## src/design/fsd_pkg.sv

```systemverilog
// ----------------------------------------------------------------------------
// fsd_pkg
// shared constants, types and error-share arithmetic of the dither block
// ----------------------------------------------------------------------------
package fsd_pkg;

    localparam int MAX_WIDTH = 4096;
    localparam int COL_W     = $clog2(MAX_WIDTH);
    localparam int PIX_W     = 8;
    localparam int ERR_W     = 9;
    localparam int WIDTH_W   = 13;
    localparam int HEIGHT_W  = 16;
    localparam int CFG_W     = 16;

    localparam logic [1:0] CFG_THRESHOLD = 2'd0;
    localparam logic [1:0] CFG_WIDTH     = 2'd1;
    localparam logic [1:0] CFG_HEIGHT    = 2'd2;

    localparam logic [PIX_W-1:0]    RST_THRESHOLD = 8'd128;
    localparam logic [WIDTH_W-1:0]  RST_WIDTH     = 13'd640;
    localparam logic [HEIGHT_W-1:0] RST_HEIGHT    = 16'd480;

    typedef logic signed [ERR_W-1:0] t_err;

    typedef struct packed {
        logic [PIX_W-1:0] pixel;
        t_err             above_left;
        t_err             above;
        t_err             above_right;
        t_err             left;
        logic             use_left;
        logic             interior;
        logic [PIX_W-1:0] threshold;
    } t_diffuse_in;

    typedef struct packed {
        logic white;
        t_err err;
    } t_diffuse_out;

    // err * k / 16, truncated toward zero
    function automatic t_err share(input t_err err, input logic [3:0] k);
        logic signed [12:0] prod;
        logic signed [12:0] adj;
        prod = 13'(err) * 13'(signed'({1'b0, k}));
        adj  = prod[12] ? prod + 13'sd15 : prod;
        return ERR_W'(adj >>> 4);
    endfunction

    function automatic logic [PIX_W-1:0] add_clamped(input logic [PIX_W-1:0] v,
                                                      input t_err s);
        logic signed [9:0] sum;
        sum = signed'({2'b00, v}) + 10'(s);
        if (sum < 10'sd0) begin
            return '0;
        end else if (sum > 10'sd255) begin
            return 8'd255;
        end
        return sum[7:0];
    endfunction

endpackage

```

## src/design/fsd_diffuse.sv

```systemverilog
// ----------------------------------------------------------------------------
// fsd_diffuse
// adds the incoming error shares, thresholds and forms the outgoing error
// ----------------------------------------------------------------------------
module fsd_diffuse (
    input  fsd_pkg::t_diffuse_in  i_req,
    output fsd_pkg::t_diffuse_out o_rsp
);
    import fsd_pkg::*;

    logic [PIX_W-1:0] v1;
    logic [PIX_W-1:0] v2;
    logic [PIX_W-1:0] v3;
    logic [PIX_W-1:0] v4;
    logic             white;

    always_comb begin
        v1    = add_clamped(i_req.pixel, share(i_req.above_left, 4'd1));
        v2    = add_clamped(v1, share(i_req.above, 4'd5));
        v3    = add_clamped(v2, share(i_req.above_right, 4'd3));
        v4    = i_req.use_left ? add_clamped(v3, share(i_req.left, 4'd7)) : v3;
        white = v4 > i_req.threshold;
        o_rsp.white = white;
        if (!i_req.interior) begin
            o_rsp.err = '0;
        end else if (white) begin
            o_rsp.err = signed'({1'b0, v4}) - 9'sd255;
        end else begin
            o_rsp.err = signed'({1'b0, v4});
        end
    end

endmodule

```

## config.mk

```make
export PLATFORM = sky130hd
export DESIGN_NAME = fsd_diffuse
export DESIGN_NICKNAME = d
export VERILOG_FILES = /design/src/design/fsd_pkg.sv /design/src/design/fsd_diffuse.sv
export SDC_FILE = /design/constraint.sdc
export NUM_CORES = 1
export LEC_CHECK = 0
export BUFFER_PORTS_ARGS = -buffer_cell sky130_fd_sc_hd__buf_2
export CAP_MARGIN = 20
export CORE_ASPECT_RATIO = 1.25
export CORE_MARGIN = 1
export CORE_UTILIZATION = 35
export DETAILED_ROUTE_END_ITERATION = 8
export PLACE_DENSITY_LB_ADDON = 0.25
export SLEW_MARGIN = 25
export SYNTH_ARGS = -nofsm -noshare
export SYNTH_HDL_FRONTEND = slang
export SYNTH_SLANG_ARGS = --single-unit
```

## constraint.sdc

```tcl
create_clock -name vclk -period 19.9
set_input_delay 3.98 -clock vclk [all_inputs]
set_output_delay 3.98 -clock vclk [all_outputs]
set_load 0.03 [all_outputs]
```

==> metrics list, run 1 <==
* Total routing usage reported by global routing: 15.6%
* Yosys top cell by area: ha_1
- Cell with the most instances after synthesis: ha_1
- Based on the critical path, the design can be clocked at up to around 53 MHz.
* Number of gates on the worst path with buffers counted: 56
- Largest fanout on the critical path: 7
- Area of the core: 12700 sq um
- The number of hold violations in the final report is 0.
- Setup violation total in the final timing report: 0
- For this run, design rule violations remaining after detail routing come to 0.
- Total detailed-routing wirelength: about 10000 um
- Mean instance size in the synthesized netlist: ~7.4 sq um
- Worst rel slew slack: 50.5%
- Entering global routing, the biggest net connects 14 pins.
* Number of distinct library cells after synthesis: 74
* Summed instance area of the synthesized netlist: 4570 sq um
- Beginning of the critical path: i_req[37]
* Setup Crit Path Kind: in2out
- The run finished with clean final reports.
- Transition time at the pin with the least slew margin: approximately 0.74 ns
- Among all stages on the critical path, the largest delay is contributed by or4_1.
* WL/cell: between 10 and 15 um
- Critical path's largest stage delay: approximately 0.52 ns
* Startpoint type of the worst setup path: input port
- After floorplanning, the core was divided into 46 placement rows.
- The filler cells instantiated in the layout total approximately 1.3k.
* Worst setup EP type: output pin
- The worst path uses roughly 95% of the clock period.
* Number of top-level pins: between 60 and 70
- Via count: roughly 4.5k
- Total nets after synthesis: between 700 and 800
* CP Buf/Inv Count: 6
- Final net count: roughly 850
- Counting the clock-network buffers in the layout gives 0.
* Cell types with the largest area share after synthesis: ha_1 (25%), xnor2_1 (8.6%), inv_1 (6.4%), fa_1 (5.7%), a21oi_1 (5.6%)
- Register area share after synthesis: 0%
- DP Area: 5050 sq um
- Required time reported for the critical path endpoint: around 16 ns
- Summed over all nets, the half-perimeter wirelength after detailed placement is 9220 um.
- Syn. warnings: 0
* Placer's final routability congestion estimate: 0.874
* Post-cts hold buffer count: 0
- The first global-routing pass estimated 18500 um of wire.
- Max-capacitance violation count: 0
- Cells with a size suffix above 1 make up 15.7% of the layout.
- End-of-flow core utilization: 40.8%
- The floorplan step defined a die boundary enclosing around 14000 sq um.
* Initial core utilization: a little over a third
* Sequential Area: 0 sq um
* Classification of the worst-slack hold path: in2out
- Once detail routing completed, the nets flagged for antenna violations numbered 0.
- DR iter-0 viols: around 210
- After technology mapping, the gate count stands at 619.
- Max-slew violation count: 0
* IO buf count: 64
* Antenna violations before repair: 0
- After global routing the overflow that remains totals 0.
- The number of antenna diodes in the final layout is 0.
- Vias in the first global route: between 4k and 5k
- With fillers left out, the area of the finished cells amounts to 5190 sq um.
* Setup total negative slack: 0 ns
- The design has 0 sequential cells.
- Relative to the synthesized area, the layout overhead comes to 13.6%.
- The first detailed-routing pass ran for 4 iterations.
* Clock period minus final worst setup slack: ~19 ns
* CP arrival: between 10 and 15 ns
- The die is 104 um wide.
- Last element of the critical path: o_rsp[7]
- Die Ht: between 100 and 150 um
* Post-synth top cells: ha_1 (91), inv_1 (78), a21oi_1 (51)
* Average via count per standard cell: approximately 5.2
- Synth top area share: 24.9%
- Kind of cell adding the most delay to the critical path: compound AO/OA/AOI/OAI gates
- Among the stages of the critical path, the cell type that occurs most often is a21oi_1.
- Area of the multi-input gates: ~4300 sq um
## cell type report
type	count	share of cell area, %
Inverter	79	5.72
Multi-Input combinational cell	534	82.5
Tap cell	168	4.05
Timing Repair Buffer	75	7.77
## routing by layer
| layer | global-route usage (%) | vias up | routed length (um) |
|---|---|---|---|
| li1 | - | 2346 | - |
| met1 | 17.0 | 2065 | 4350 |
| met2 | 34.1 | 57 | 5750 |
| met3 | 0.400 | 16 | 185 |
| met4 | 1.68 | 0 | 124 |
| met5 | 0 | - | 0 |
## what timing repair did
action | CTS | global route
endpoints found under the setup margin | 0 | 10
hold endpoints to repair | 0 | 0
setup buffers | 0 | 11
gates resized for setup | 0 | 11
## kinds of logic (layout without fill, tap and decap cells)
group | count (synthesis) | count (layout) | synth area share (%)
buf+inv | 85 | 154 | 7.45
xor+xnor | 75 | 75 | 14.7
simple gates | 172 | 172 | 19.6
mux | 4 | 4 | 0.877
fa+ha+maj | 105 | 105 | 30.8
compound gates | 178 | 178 | 26.5
## tightest hold or removal path, stage by stage
cell,delay (ns)
buf_2,0.14
nand2_1,0.06
mux2i_1,0.05
buf_2,0.17
## worst min path at each step
stage                     depth (start not counted)  slack [ns]  startpoint        to
after floorplan                                   1        8.15    i_req[8]  o_rsp[4]
after global placement                            4        8.37    i_req[8]  o_rsp[7]
after detailed placement                          4        8.38    i_req[8]  o_rsp[7]
after CTS                                         4        8.38    i_req[8]  o_rsp[7]
after global routing                              3        8.39    i_req[8]  o_rsp[4]
final                                             4        8.38    i_req[8]  o_rsp[7]
## stage by stage
step	worst slack, ns	hold slack, ns	cells
floorplan	1.05	8.15	619
finish	1.07	8.38	856
global placement	0.699	8.37	845
CTS	0.243	8.38	845
global route	-0.0334	8.39	856
detailed placement	0.279	8.38	845
## layout by cell type, fill, tap and decap left out, types with 5 or more instances in the layout
cell | Yosys | routed
nor4_1 | 5 | 5
ha_1 | 91 | 91
nor2_1 | 50 | 49
nor2b_1 | 8 | 8
or3_1 | 5 | 5
o21ai_0 | 27 | 26
a21oi_1 | 51 | 49
a21boi_0 | 6 | 6
and3_1 | 6 | 6
nand2b_1 | 9 | 9
nand2_1 | 36 | 36
a21o_1 | 11 | 11
fa_1 | 13 | 13
o21bai_1 | 8 | 8
xor2_1 | 28 | 27
nand3_1 | 11 | 11
nor3_1 | 17 | 17
inv_1 | 78 | 78
buf_4 | 1 | 11
buf_2 | 1 | 64
o211ai_1 | 8 | 8
o21a_1 | 18 | 18
xnor2_1 | 45 | 45
Power of run 1 is not shown: default switching activity piles up to over one toggle a cycle in this logic, so the estimate is an artifact.
==> inputs of run 2 (changes only) <==
--- a/config.mk
+++ b/config.mk
@@ -12,5 +12,7 @@
 export CORE_UTILIZATION = 35
 export DETAILED_ROUTE_END_ITERATION = 8
+export GPL_ROUTABILITY_DRIVEN = 0
 export PLACE_DENSITY_LB_ADDON = 0.25
+export SETUP_SLACK_MARGIN = 0.15
 export SLEW_MARGIN = 25
 export SYNTH_ARGS = -nofsm -noshare
==> constraint.sdc (replaced) <==
create_clock -name vclk -period 19.9
set_input_delay 1.99 -clock vclk [all_inputs]
set_output_delay 1.99 -clock vclk [all_outputs]
set_load 0.03 [all_outputs]
==> metrics list, run 2 (synthesis gave the netlist of run 1 again) <==
- Vias in the first global route: 4505 (-0.089%)
- The critical path ends at o_rsp[7].
* Total routing usage reported by global routing: 15.6% (-0.052 points)
- Ratio of final minimum period to clock period: 79.0% (-16 points)
* Leading cell type in the layout, fill and taps excluded: ha_1
- Transition time at the pin with the least slew margin: 0.741 ns (-0.000482 ns)
- Worst setup EP type: output pin
* Clock period minus final worst setup slack: 15.71 ns (-3.12 ns)
* Share of cells above drive strength 1: 13.0% (-2.7 points)
- Worst rel slew slack: 50.5% (about the same)
* Total detailed-routing wirelength: 10400 um (-0.43%)
* Clkbuf count: 0 (unchanged)
- Compared with the post-synthesis result, the final layout area differs by 10.7%.
* Most frequent cell on the critical path: a21oi_1
- Via count: 4397 (-1.9%)
- Total grt overflow: 0 (unchanged)
- Post-cts hold buffer count: 0 (unchanged)
- Row count: 46 (unchanged)
* Initial core utilization: 35.9% (unchanged)
- The die area is 13500 sq um (unchanged).
- Number of top-level pins: 64 (unchanged)
- The maximum fanout along the worst path came to 13 (+6).
- The number of nets with antenna violations after detailed routing is 0 (unchanged).
* Total of cells resized after clock tree synthesis: 0 (unchanged)
- The number of buffers added for setup after CTS came to 0 (unchanged).
* Die Ht: 130 um (unchanged)
- Max-capacitance violation count: 0 (unchanged)
* First-pass GRT wire length: 18400 um (-0.67%)
* Beginning of the critical path: i_req[37]
- IO buf count: 64 (unchanged)
- DRC violation count after routing: 0 (unchanged)
- Critical-path top delay cell: or4_1
- The width of the die is 104 um (unchanged).
- The sequential cell count came to 0 (unchanged).
- Setup Crit Path Kind: in2out
* Startpoint of the most critical hold path: i_req[8]
- Length of the first detailed-routing pass in iterations: 4 (unchanged)
- Placed Cells: 845 (unchanged)
- WL/cell: 12.3 um (+0.86%)
- The DRC violation total after the first TritonRoute iteration was 181 (-12%).
- The highest clock frequency the design can meet is 63.6 MHz (+20%).
- Setup total negative slack: 0 ns (unchanged)
- Final net count: 837 (-1.3%)
- Sequential Area: 0 sq um (unchanged)
* Total inserted antenna cells: 0 (unchanged)
* Setup repair after global routing missed its margin: no
- The core box area is 12700 sq um (unchanged).
* Setup slack after layout: 4.19 ns (+3.12 ns)
- Most frequent cells in the layout: ha_1 (91), inv_1 (78), buf_2 (64)
* Classification of the worst-slack hold path: in2out
- The count of placed standard cells in the final layout, fillers left out is 845 (-1.3%).
- Critical path's largest stage delay: 0.52 ns (about the same)
* Outcome: finished clean
* Half-perimeter wire length of the detailed placement result: 9400 um (+1.9%)
- The setup slack at placement is 4.25 ns (+3.98 ns).
- Setup violation total in the final timing report: 0 (unchanged)
- Required time reported for the critical path endpoint: 17.91 ns (+1.99 ns)
- CP arrival: 13.72 ns (-1.13 ns)
* Max-slew violation count: 0 (unchanged)
- Antenna violations before repair: 0 (unchanged)
- The pin count of the biggest net entering global routing is 14 (unchanged).
- Startpoint type of the worst setup path: input port
- The number of hold violations in the final report came to 0 (unchanged).
- The vias per cell came to 5.20 (-0.66%).
## run 2: cell count changes in the layout (fill, tap and decap cells not counted), sizes merged
| cell | change |
|---|---|
| buf | -11 |
## run 2: how the worst min path moves through the flow
stage	end	depth (start not counted)	slack (ns)
CTS	o_rsp[4]	3	4.40
finish	o_rsp[7]	4	4.40
global placement	o_rsp[7]	4	4.39
detailed placement	o_rsp[4]	3	4.40
floorplan	o_rsp[4]	1	4.17
global route	o_rsp[4]	3	4.41
## run 2: critical path: cells and delay by family
family	cells	cell delay [ns]
mux	1	0.21
fa+ha+maj	7	2.25
xor+xnor	3	0.88
simple gates	10	2.06
compound gates	29	5.85
buf+inv	4	0.43
## run 2: layer usage
layer  wire length [um]  track usage [%]  vias up
met2               5690             34.5       47
met5                  0                0        -
met3                105           0.0999        9
met4                102             1.51        0
met1               4460             16.8     2013
li1                   -                -     2328
## run 2: area by class of cell
class                           count  area, sq um
Inverter                           79          297
Fill cell                        1372         7660
Tap cell                          168          210
Multi-Input combinational cell    534         4230
Timing Repair Buffer               64          320
## run 2: through the flow
step           cell area [sq um]  utilization, %  hold slack [ns]
2_1_floorplan               4570               -             4.17
3_3_place_gp                5050            39.7             4.39
3_5_place_dp                5050            39.7             4.40
4_1_cts                     5050            39.7             4.40
5_1_grt                     5050            39.7             4.41
6_report                    5050            39.7             4.40
Power of run 2 is left out for the same reason.
==> inputs of run 3 (changes only) <==
clock period = 14.2 ns   (was 19.9 ns; I/O delays follow)
==> metrics list, run 3 (synthesis gave the netlist of run 1 again) <==
- The multi-input gate area in the final layout came to 4320 sq um (+2.1%).
* Setup slack after layout: 0.879 ns (-3.31 ns)
- The total grt overflow came to 0 (unchanged).
- Leading cell type in the layout, fill and taps excluded: ha_1
- Final net count: 845 (+0.96%)
- The max-slew violation total from the final report was 0 (unchanged).
* Startpoint of the most critical hold path: i_req[8]
- The cell that appears most often on the critical path is a21oi_1.
- Number of top-level pins: 64 (unchanged)
- The number of nets with antenna violations after detailed routing is 0 (unchanged).
- WL/cell: 12.5 um (+2.2%)
* First-pass GRT wire length: 18300 um (-0.83%)
- In this run the worst hold path is classified as in2out.
- On the critical path, the stage with the largest delay is an instance of or4_1.
- Area of the core: 12700 sq um (unchanged)
- Initial core utilization: 35.9% (unchanged)
- Setup total negative slack: 0 ns (unchanged)
* Final instance count without filler cells: 853 (+0.95%)
- The initial antenna violation count came to 0 (unchanged).
* IO buf count: 64 (unchanged)
- Number of cells traversed by the worst hold path: 3 (-1)
* Hold Vio Cnt, Final: 0 (unchanged)
- Beginning of the critical path: i_req[37]
* Startpoint type of the worst setup path: input port
* Sequential Area: 0 sq um (unchanged)
- The clock buffer count in the final layout came to 0 (unchanged).
- FMAX: ~75 MHz
- The antenna diode count was 0 (unchanged).
* Setup violation total in the final timing report: 0 (unchanged)
- Critical path's largest stage delay: 0.54 ns (+0.02 ns)
* Setup repair after global routing missed its margin: no
- The pin count of the biggest net entering global routing came to 11 (-3).
* Required time reported for the critical path endpoint: 12.78 ns (-5.13 ns)
* Outcome: finished clean
- The vias after detailed routing was 4502 (+2.4%).
* Flip-flop and latch count: 0 (unchanged)
* Average via count per standard cell: 5.28 (+1.4%)
- End-of-flow core utilization: 40.9% (+1.2 points)
- Setup Crit Path Kind: in2out
* Clock period minus final worst setup slack: approximately 13 ns
- The number of remaining DRC errors is 0 (unchanged).
- Vias in the first global route: 4345 (-3.6%)
- The DRC violation total after the first TritonRoute iteration came to 201 (+11%).
* Area enclosed by the die boundary: 13500 sq um (unchanged)
- Worst min-delay path endpoint: o_rsp[4]
- Die X: 104 um (unchanged)
- The fraction of final layout cells with drive strength greater than 1 is 16.4% (+3.4 points).
* Die Ht: 130 um (unchanged)
- The overall global routing resource usage is 15.5% (-0.063 points).
- Total detailed-routing wirelength: 10700 um (+3.2%)
* Ratio of final minimum period to clock period: 93.8%
* Fill cell count: 1354 (-1.3%)
- Worst setup EP type: output pin
- Leaving out fill and tap cells, the most frequent cells in the layout are ha_1 (91), inv_1 (78), buf_2 (63).
- The signal arrival time at the worst endpoint is 11.90 ns (-1.82 ns).
- Placed Cells: 847 (+0.24%)
- Max-capacitance violation count: 0 (unchanged)
- Worst rel slew slack: 49.9% (-0.58 points)
- The hold buffer count at cts came to 0 (unchanged).
* Half-perimeter wire length of the detailed placement result: 9350 um (-0.48%)
- The slew of the pin with the lowest slew margin is 0.750 ns (+0.00873 ns).
- The first-pass iteration count of the detailed router was 4 (unchanged).
- Pre-CTS worst setup slack: -0.0169 ns (-4.27 ns)
* Row count: 46 (unchanged)
* Area delta synth->final: 13.9%
- Largest fanout on the critical path: 9 (-4)
==> run 3: worst max path at each step <==
stage / cells past startpoint / endpoint
floorplan: 52 / o_rsp[5]
global placement: 53 / o_rsp[7]
detailed placement: 52 / o_rsp[7]
CTS: 53 / o_rsp[7]
global route: 54 / o_rsp[6]
finish: 56 / o_rsp[4]
==> run 3: per-stage QoR <==
step           area, sq um  hold slack [ns]
6_report              5200             3.26
5_1_grt               5200             3.27
4_1_cts               5100             3.26
3_5_place_dp          5070             3.26
3_3_place_gp          5070             3.25
2_1_floorplan         4570             3.03
==> run 3: metal layers <==
layer	global-route usage [%]	share of wire [%]	up-vias	wire, um
met4	1.43	1.1	0	113
li1	-	-	2341	-
met3	0.250	1.7	12	178
met5	0	0	-	0
met2	33.5	55	58	5850
met1	17.3	43	2091	4550
==> run 3: cell type report <==
type / instances / area share (%)
Inverter: 79 / 5.70
Timing Repair Buffer: 72 / 7.36
Tap cell: 168 / 4.04
Multi-Input combinational cell: 534 / 82.9
==> run 3: worst max-delay path, delay by kind of cell <==
kind,cells,cell delay (ns)
and+or+nand+nor,11,2.18
buffers and inverters,6,0.77
AOI/OAI and AO/OA,31,5.26
xor gates and xnor gates,2,0.54
adders and majority gates,6,1.74
==> run 3: what timing repair did <==
action,in CTS,in global routing
buffers inserted,3,3
cloned,0,0
gates resized for setup,2,19
setup endpoints to repair,5,10
pin swaps,1,4
Power of run 3 is left out for the same reason.
